$ cat src/alfs_pkg.sv
package alfs_pkg;

  // Line geometry
  localparam int LINE_LIMIT = 256;
  localparam int COL_W      = $clog2(LINE_LIMIT + 1);

  // Field widths
  localparam int CH_W     = 8;
  localparam int FIELD_W  = 2;
  localparam int LMAX_W   = 6;
  // counter reaches 64 with a limit of 63 and a leading '='
  localparam int CNT_W    = 7;
  localparam int PHASE_W  = 3;

  localparam logic [LMAX_W-1:0] LABEL_MAX_RST = 6'd8;
  localparam logic [CNT_W-1:0]  MNEMO_MAX     = 7'd6;

  // Characters of interest
  localparam logic [CH_W-1:0] CH_NUL   = 8'h00;
  localparam logic [CH_W-1:0] CH_TAB   = 8'h09;
  localparam logic [CH_W-1:0] CH_NL    = 8'h0A;
  localparam logic [CH_W-1:0] CH_SPACE = 8'h20;
  localparam logic [CH_W-1:0] CH_STAR  = 8'h2A;
  localparam logic [CH_W-1:0] CH_EQ    = 8'h3D;
  localparam logic [CH_W-1:0] CH_LC_A  = 8'h61;
  localparam logic [CH_W-1:0] CH_LC_Z  = 8'h7A;
  localparam logic [CH_W-1:0] CASE_OFS = 8'h20;

  // Line phase codes
  localparam logic [PHASE_W-1:0] PH_START  = 3'd0;
  localparam logic [PHASE_W-1:0] PH_SPACE0 = 3'd1;
  localparam logic [PHASE_W-1:0] PH_LABEL  = 3'd2;
  localparam logic [PHASE_W-1:0] PH_SEEKMN = 3'd3;
  localparam logic [PHASE_W-1:0] PH_MNEMO  = 3'd4;
  localparam logic [PHASE_W-1:0] PH_SEEKMD = 3'd5;
  localparam logic [PHASE_W-1:0] PH_MODIF  = 3'd6;
  localparam logic [PHASE_W-1:0] PH_DONE   = 3'd7;

  // Output field tags
  localparam logic [FIELD_W-1:0] F_LABEL = 2'd0;
  localparam logic [FIELD_W-1:0] F_MNEMO = 2'd1;
  localparam logic [FIELD_W-1:0] F_MODIF = 2'd2;
  localparam logic [FIELD_W-1:0] F_EOL   = 2'd3;

  function automatic logic is_blank(input logic [CH_W-1:0] c);
    return (c == CH_SPACE) || (c == CH_TAB);
  endfunction

  function automatic logic [CH_W-1:0] to_upper(input logic [CH_W-1:0] c);
    return ((c >= CH_LC_A) && (c <= CH_LC_Z)) ? (c - CASE_OFS) : c;
  endfunction

endpackage

$ cat src/assembler_line_field_splitter.sv
// Result: registered; an input transfer's result is on out_valid in the next cycle.
// Throughput: one byte per cycle; the only hold-off is a full result register
// under out_stall, which stalls the input in the same cycle.
// Reset (rst_n low, synchronous): start of line, column and counters cleared,
// label limit back to 8, result register empty.
module assembler_line_field_splitter
  import alfs_pkg::*;
(
  input  logic               clk,
  input  logic               rst_n,
  // byte input
  input  logic               in_valid,
  output logic               in_stall,
  input  logic [CH_W-1:0]    in_ch,
  // tagged result
  output logic               out_valid,
  input  logic               out_stall,
  output logic [FIELD_W-1:0] out_field,
  output logic [CH_W-1:0]    out_char,
  // label limit register
  input  logic               cfg_valid,
  output logic               cfg_ready,
  input  logic [LMAX_W-1:0]  cfg_label_max
);

  logic [LMAX_W-1:0]  label_max_r;
  logic [PHASE_W-1:0] phase_r, phase_nxt;
  logic [COL_W-1:0]   column_r, column_nxt;
  logic [CNT_W-1:0]   count_r, count_nxt;
  logic               extra_r, extra_nxt;

  logic               out_valid_r;
  logic [FIELD_W-1:0] out_field_r;
  logic [CH_W-1:0]    out_char_r;

  logic               emit;
  logic [FIELD_W-1:0] emit_field;
  logic [CH_W-1:0]    emit_char;
  logic               in_xfer;
  logic               label_room;
  logic               label_room_first;
  logic               mnemo_room;

  assign cfg_ready = 1'b1;
  assign in_stall  = out_valid_r && out_stall;
  assign in_xfer   = in_valid && !in_stall;

  // Truncation limits
  assign label_room       = count_r < ({1'b0, label_max_r} + {{LMAX_W{1'b0}}, extra_r});
  assign label_room_first = ({1'b0, label_max_r} + {{LMAX_W{1'b0}}, in_ch == CH_EQ})
                            != '0;
  assign mnemo_room       = count_r < MNEMO_MAX;

  // Phase update and emit decision for one byte
  always_comb begin
    phase_nxt  = phase_r;
    column_nxt = column_r;
    count_nxt  = count_r;
    extra_nxt  = extra_r;
    emit       = 1'b0;
    emit_field = F_LABEL;
    emit_char  = in_ch;
    if (in_ch == CH_NL) begin
      phase_nxt  = PH_START;
      column_nxt = '0;
      count_nxt  = '0;
      extra_nxt  = 1'b0;
      emit       = 1'b1;
      emit_field = F_EOL;
      emit_char  = CH_NUL;
    end else if (column_r < COL_W'(LINE_LIMIT)) begin
      column_nxt = column_r + COL_W'(1);
      if (in_ch == CH_NUL) begin
        phase_nxt = PH_DONE;
      end else begin
        case (phase_r)
          PH_START, PH_SPACE0: begin
            if (phase_r == PH_START && in_ch == CH_SPACE) begin
              phase_nxt = PH_SPACE0;
            end else if (is_blank(in_ch)) begin
              phase_nxt = PH_SEEKMN;
            end else if (in_ch == CH_STAR) begin
              phase_nxt = PH_DONE;
            end else begin
              // label starts here
              phase_nxt = PH_LABEL;
              extra_nxt = (in_ch == CH_EQ);
              count_nxt = label_room_first ? CNT_W'(1) : '0;
              emit      = label_room_first;
            end
          end
          PH_LABEL: begin
            if (is_blank(in_ch)) begin
              phase_nxt = PH_SEEKMN;
            end else if (label_room) begin
              count_nxt = count_r + CNT_W'(1);
              emit      = 1'b1;
            end
          end
          PH_SEEKMN: begin
            if (in_ch == CH_STAR) begin
              phase_nxt = PH_DONE;
            end else if (!is_blank(in_ch)) begin
              phase_nxt  = PH_MNEMO;
              count_nxt  = CNT_W'(1);
              emit       = 1'b1;
              emit_field = F_MNEMO;
              emit_char  = to_upper(in_ch);
            end
          end
          PH_MNEMO: begin
            if (is_blank(in_ch)) begin
              phase_nxt = PH_SEEKMD;
            end else if (mnemo_room) begin
              count_nxt  = count_r + CNT_W'(1);
              emit       = 1'b1;
              emit_field = F_MNEMO;
              emit_char  = to_upper(in_ch);
            end
          end
          PH_SEEKMD: begin
            if (!is_blank(in_ch)) begin
              phase_nxt  = PH_MODIF;
              emit       = 1'b1;
              emit_field = F_MODIF;
            end
          end
          PH_MODIF: begin
            emit       = 1'b1;
            emit_field = F_MODIF;
          end
          default: begin
            phase_nxt = phase_r;
          end
        endcase
      end
    end
  end

  // Line state and label limit
  always_ff @(posedge clk) begin
    if (!rst_n) begin
      label_max_r <= LABEL_MAX_RST;
      phase_r     <= PH_START;
      column_r    <= '0;
      count_r     <= '0;
      extra_r     <= 1'b0;
    end else begin
      if (cfg_valid && cfg_ready) begin
        label_max_r <= cfg_label_max;
      end
      if (in_xfer) begin
        phase_r  <= phase_nxt;
        column_r <= column_nxt;
        count_r  <= count_nxt;
        extra_r  <= extra_nxt;
      end
    end
  end

  // Result register
  always_ff @(posedge clk) begin
    if (!rst_n) begin
      out_valid_r <= 1'b0;
    end else if (in_xfer && emit) begin
      out_valid_r <= 1'b1;
    end else if (!out_stall) begin
      out_valid_r <= 1'b0;
    end
  end

  always_ff @(posedge clk) begin
    if (in_xfer && emit) begin
      out_field_r <= emit_field;
      out_char_r  <= emit_char;
    end
  end

  assign out_valid = out_valid_r;
  assign out_field = out_field_r;
  assign out_char  = out_char_r;

  // Checks
  a_nl_gives_eol: assert property (@(posedge clk) disable iff (!rst_n)
    in_xfer && in_ch == CH_NL |=> out_valid && out_field == F_EOL && out_char == CH_NUL)
    else $error("newline did not yield end-of-line marker");

  a_done_silent: assert property (@(posedge clk) disable iff (!rst_n)
    in_xfer && phase_r == PH_DONE && in_ch != CH_NL |=> !out_valid)
    else $error("output after line content ended");

  a_mnemo_upper: assert property (@(posedge clk) disable iff (!rst_n)
    out_valid && out_field == F_MNEMO |-> !(out_char >= CH_LC_A && out_char <= CH_LC_Z))
    else $error("lower-case mnemonic character");

  a_column_bound: assert property (@(posedge clk) disable iff (!rst_n)
    column_r <= COL_W'(LINE_LIMIT))
    else $error("column beyond line limit");

  a_mnemo_count: assert property (@(posedge clk) disable iff (!rst_n)
    phase_r == PH_MNEMO |-> count_r <= MNEMO_MAX)
    else $error("mnemonic count beyond six");

endmodule
$ cat config.mk
export PLATFORM = sky130hd
export DESIGN_NAME = assembler_line_field_splitter
export DESIGN_NICKNAME = d
export VERILOG_FILES = /design/src/alfs_pkg.sv /design/src/assembler_line_field_splitter.sv
export SDC_FILE = /design/constraint.sdc
export NUM_CORES = 1
export LEC_CHECK = 0
export ABC_AREA = 0
export BUFFER_PORTS_ARGS = -buffer_cell sky130_fd_sc_hd__buf_2
export CAP_MARGIN = 25
export CORE_MARGIN = 5
export CORE_UTILIZATION = 50
export CTS_BUF_LIST = sky130_fd_sc_hd__clkbuf_8
export CTS_CLUSTER_SIZE = 24
export DETAILED_ROUTE_END_ITERATION = 16
export PLACE_DENSITY = 0.68
export SYNTH_ARGS = -nofsm -noshare
export SYNTH_HDL_FRONTEND = slang
export SYNTH_SLANG_ARGS = --single-unit
$ cat constraint.sdc
create_clock -name clk -period 3.5 [get_ports clk]
set_input_delay 0 -clock clk [delete_from_list [all_inputs] [get_ports clk]]
set_output_delay 0 -clock clk [all_outputs]
set_load 0.1 [all_outputs]
# --- After elaboration in Yosys (flattened, before gate mapping) ---
# Cells that the tools add are included.
totals:
  register_bits: 37
  out_inout_bits: 13
  wordCells: 132
classes:
  add_sub_neg: 5
  n_lt_le_gt_ge: 5
  eq_ne: 29
  n_mux: 66
  reduce_logical: 19
ops:
  columns: ["operator", "n"]
  rows:
  - ["two-way mux 7 bit", 12]
  - ["two-way mux 8 bit", 7]
  - ["two-way mux 3 bit", 11]
  - ["case mux 7 bit (4 select lines)", 1]
  - ["!= test 3 bit, second input constant", 9]
  - ["two-way mux 1 bit", 26]
  - ["== test 8 x 6 -> 1 bit, second input constant", 3]
  - ["two-way mux 9 bit", 2]
  - ["== test 8 x 4 -> 1 bit, second input constant", 2]
  - ["case mux 8 bit (2 select lines)", 1]
  - ["case mux 3 bit (5 select lines)", 1]
  - ["adder 6 x 1 -> 7 bit", 2]
  - ["AND reduction 7 bit", 2]
  - ["nonzero test 7 bit", 2]
  - ["AND reduction 13 bit", 1]
  - ["!= test 4 bit, second input constant", 3]
  - ["adder 9 x 1 -> 9 bit, second input constant", 1]
  - ["== test 3 bit, second input constant", 3]
  - ["< comparator 9 bit, second input constant", 1]
  - ["greater-or-equal comparator 8 x 7 -> 1 bit, second input constant", 1]
  - ["<= comparator 8 x 7 -> 1 bit, second input constant", 1]
  - ["zero test 8 bit", 1]
  - ["!= test 2 bit, second input constant", 4]
  - ["case mux 2 bit (4 select lines)", 1]
  - ["other kinds (18)", 26]

# --- Depth between registers and ports, before layout ---
depth:
  word_depth: 12
  depth_mapped: 11
  ltp_nobuf: 11

# --- Worst setup path after synthesis ---
# OpenSTA, ideal clock, no wires.
synth_timing:
  path_kind: "register -> register"
  start: "reg label_max_r[0]"
  end: "reg count_r[0]"
  setup_ns: 0.071
  arrival_time_ns: 2.578
  setup_slack_ns: 0.852
  stages_incl_launch_ff: 12
  path_cell_list: "dfxtp_1 ha_1 ha_1 nand3_1 xor2_1 ha_1 nand4_1 and3_1 o21a_1 o41ai_2 mux2_2 a21oi_1"
synth_via:
  elab_chain_len: 10
  elab_cells_between_ends: 14
synth_lines:
  columns: ["element", "line_no", "source"]
  rows:
  - ["start: declaration", "assembler_line_field_splitter.sv:26", "logic [LMAX_W-1:0] label_max_r;"]
  - ["start signal: assignment", "assembler_line_field_splitter.sv:150", "label_max_r <= cfg_label_max;"]
  - ["adder 6 x 1 -> 7 bit", "assembler_line_field_splitter.sv:50", "assign label_room_first = ({1'b0, label_max_r} + {{LMAX_W{1'b0}}, in_ch == CH_EQ})"]
  - ["nonzero test 7 bit", "assembler_line_field_splitter.sv:50", null]
  - ["two-way mux 1 bit", "assembler_line_field_splitter.sv:88", "count_nxt = label_room_first ? CNT_W'(1) : '0;"]
  - ["two-way mux 7 bit", "assembler_line_field_splitter.sv:82", "end else if (in_ch == CH_STAR) begin"]
  - ["two-way mux 7 bit", "assembler_line_field_splitter.sv:80", "end else if (is_blank(in_ch)) begin"]
  - ["two-way mux 7 bit", "assembler_line_field_splitter.sv:78", "if (phase_r == PH_START && in_ch == CH_SPACE) begin"]
  - ["case mux 7 bit (4 select lines)", "assembler_line_field_splitter.sv:76", "case (phase_r)"]
  - ["two-way mux 7 bit", "assembler_line_field_splitter.sv:73", "if (in_ch == CH_NUL) begin"]
  - ["two-way mux 7 bit", "assembler_line_field_splitter.sv:71", "end else if (column_r < COL_W'(LINE_LIMIT)) begin"]
  - ["two-way mux 7 bit", "assembler_line_field_splitter.sv:63", "if (in_ch == CH_NL) begin"]
  - ["end signal: assignment", "assembler_line_field_splitter.sv:155", "count_r <= count_nxt;"]
  - ["end: declaration", "assembler_line_field_splitter.sv:29", "logic [CNT_W-1:0] count_r, count_nxt;"]
# Parallel ways exist; a longest one is shown, timed or not. The select of a mux whose other input is x is not followed.
# A chain may end at the register's enable or synchronous reset.

# --- Worst setup path in the final report ---
layout_timing:
  start: "reg label_max_r[0]"
  end: "reg out_char_r[5] (netlist: out_char[5]) (enable)"
layout_via:
  elab_chain_len: 10
  elab_cells_between_ends: 14
layout_lines:
  columns: ["element", "line_no", "source"]
  rows:
  - ["branches (longest 5 deep; another with adder 6 x 1 -> 7 bit)", null, null]
  - ["case mux 1 bit (6 select lines) (*)", "assembler_line_field_splitter.sv:76", null]
  - ["two-way mux 1 bit (*)", "assembler_line_field_splitter.sv:73", null]
  - ["two-way mux 1 bit (*)", "assembler_line_field_splitter.sv:71", null]
  - ["two-way mux 1 bit (*)", "assembler_line_field_splitter.sv:63", null]
  - ["logical AND 1 bit (*)", "assembler_line_field_splitter.sv:173", "if (in_xfer && emit) begin"]
  - ["end signal: assignment", "assembler_line_field_splitter.sv:175", "out_char_r <= emit_char;"]
  - ["end: declaration", "assembler_line_field_splitter.sv:34", "logic [CH_W-1:0] out_char_r;"]
# Mark *: on every way between the ends.

==> results.sh <==
export IMPL_outcome="complete, no violations"
export IMPL_synth_edf_count=10
export IMPL_post_cts_buffers=0
export IMPL_worst_pin_slew_ps=784
export IMPL_drc=0
export IMPL_yosys_warnings=0
export IMPL_clkSinkCount=37
export IMPL_drt_iter0_markers=190
export IMPL_finalHoldViolCount=0
export IMPL_drt_pass1_iter_count=4
export IMPL_antenna_found_initial=0
export IMPL_crit_fanout=10
export IMPL_syn_inst=286
export IMPL_relSlewSlack_pct=47.0
export IMPL_async_flop_share_pct=0
export IMPL_cts_root_buffer="clkbuf_8"
export IMPL_cts_tree="done"
export IMPL_post_place_ws_ps=488
export IMPL_synth_top_area_cell="dfxtp_1"
export IMPL_cp_data_arrival_time_ps=2690
export IMPL_area_growth_pct=13.7
export IMPL_place_hpwl_um=4100
export IMPL_io_buffers=30
export IMPL_cts_hold_buf=7
export IMPL_clk_pin_slew_ps=70
export IMPL_num_antenna_cells=0
export IMPL_synthFlopType="dfxtp_1"
export IMPL_rsz0062_at_grt="false"
export IMPL_ioPinCount=32
export IMPL_htreeDepth=2
export IMPL_numCtsBuffers=5
export IMPL_final_cell_mix="nor2_1, nand2_1, buf_2, dfxtp_1"
export IMPL_fillers=446
export IMPL_synth_seq_cells=37
export IMPL_grt_pass1_wl_um=9140
export IMPL_nets=350
export IMPL_synth_seq_area_share_pct=34.8
export IMPL_cpMostUsedCell="ha_1"
export IMPL_p_leak_nw=1.12
export IMPL_synth_area_um2=2420
export IMPL_worst_clock_skew_ps=2.99
export IMPL_synth_area_top_cells="dfxtp_1, edfxtp_1, ha_1"
export IMPL_max_freq_mhz=365
export IMPL_required_ps=3450
export IMPL_start_util_pct=51.2
export IMPL_hold_slack_ps=15.6
export IMPL_finalWorstSetupSlack_ps=759
export IMPL_hp_class="input port to flop"
export IMPL_final_layout_size_suffix_gt1_share_pct=15.4
export IMPL_rows=25
export IMPL_grt_start_max_net_pins=20
export IMPL_place_gp_congestion=0.899
export IMPL_path_cells="ha_1 > ha_1 > nand3_1 > xor2_1 > ha_1 > nand4_1 > and3_1 > o21a_1 > nor2b_1 > o21ai_0 > nand2_1"
export IMPL_criticalPathCategory="flop to flop"
export IMPL_grt_use_total_pct=18.0
export IMPL_tns_ps=0
export IMPL_syn_area_per_cell_um2=8.45
export IMPL_cts_max_path_buffers=2
export IMPL_crit_path_top_delay_cell="dfxtp_1"
export IMPL_die_w_um=79.5
export IMPL_core_area_um2=4720
export IMPL_post_layout_total_power_mw=1.31
export IMPL_die_h_um=79.5
export IMPL_multi_input_area_um2=1470
export IMPL_p_per_area_nw_per_um2=478
export IMPL_synth_top_area_share_pct=22.4
export IMPL_via_count=2182
export IMPL_fin_crit_ps=2740
export IMPL_grt_pass1_vias=2058
export IMPL_max_stage_delay_ps=360
export IMPL_cap_viol_max_count=0
export IMPL_cp_start_kind="flop"
export IMPL_synth_distinct_cells=60
export IMPL_finalWirelength_um=5580
export IMPL_clkLatencyLatePin_ps=280
export IMPL_cp_end_kind="flop"
export IMPL_slew_viol_final=0
export IMPL_wire_per_inst_um=14.5
export IMPL_final_setup_viol_count=0
export IMPL_post_drt_via_cell_ratio=5.67
export IMPL_detail_route_antenna_nets=0
export IMPL_cts_resized=0
export IMPL_die_area_um2=6330
export IMPL_seqCellArea_um2=841
export IMPL_syn_num_nets=319
export IMPL_period_share_pct=78.3
export IMPL_overflow=0
export IMPL_ir_drop_mv=0.297
## final timing paths
kind	startpoint	slack, ps	depth (start not counted)	end
setup / recovery	label_max_r[0]	760	11	out_char[5]
hold / removal	in_ch[0]	20	1	out_char[0]
setup reg to reg	label_max_r[0]	760	11	out_char[5]
hold reg to reg	extra_r	520	2	extra_r
## final cells by class
class                           instances  area share (%)
Multi-Input combinational cell        224            53.5
Sequential cell                        37            30.6
Timing Repair Buffer                   39            8.56
Tap cell                               67            3.05
Clock buffer                            5            2.50
Inverter                               10            1.37
Clock inverter                          3           0.455
## report_power, final
part	switching (mW)	total, mW	internal (mW)
Clock	0.143	0.277	0.134
Combinational	0.372	0.501	0.130
Sequential	0.0443	0.537	0.492
## registers in the layout, summed over array words and instances, names as in the netlist
name,count
out_valid,1
phase_r,3
extra_r,1
column_r,9
count_r,7
out_char,8
label_max_r,6
out_field,2
## metrics by stage
step,cells,cell area [um^2],util (%)
3_3_place_gp,370,2600,55.0
5_1_grt,385,2750,58.2
3_5_place_dp,370,2600,55.0
6_report,385,2750,58.2
4_1_cts,385,2750,58.2
2_1_floorplan,286,2420,-
## cell families (layout without fill, tap and decap cells)
family,Yosys count,in the layout,synth area share [%]
and+or+nand+nor,116,116,24.1
DFF,37,37,34.8
AOI/OAI and AO/OA,72,72,21.1
other,1,1,0.155
xor gates and xnor gates,10,10,3.62
adders and majority gates,14,14,7.25
muxes,11,11,4.66
buffers and inverters,25,57,4.40
## critical path, delay by kind of cell, from the launching register on
| kind | cells | cell delay [ps] |
|---|---|---|
| fa+ha+maj | 3 | 700 |
| flops | 1 | 360 |
| simple gates | 5 | 800 |
| xor+xnor | 1 | 170 |
| compound gates | 2 | 370 |
## layer usage
layer,GRT usage [%],wire length (um),vias up
li1,-,-,1112
met1,25.1,2700,987
met2,28.1,2490,71
met3,3.05,315,12
met4,6.19,82,0
met5,0,0,-
## cell usage after synthesis, types with 7 or more instances
| library cell | count |
|---|---|
| mux2i_1 | 9 |
| nand3_1 | 11 |
| inv_1 | 10 |
| nor2_1 | 30 |
| nand2_1 | 30 |
| o22ai_1 | 7 |
| edfxtp_1 | 10 |
| ha_1 | 14 |
| xor2_1 | 7 |
| dfxtp_1 | 27 |
| a21oi_1 | 14 |
| clkbuf_1 | 12 |
No activity file was read; power rests on OpenSTA's default activity.
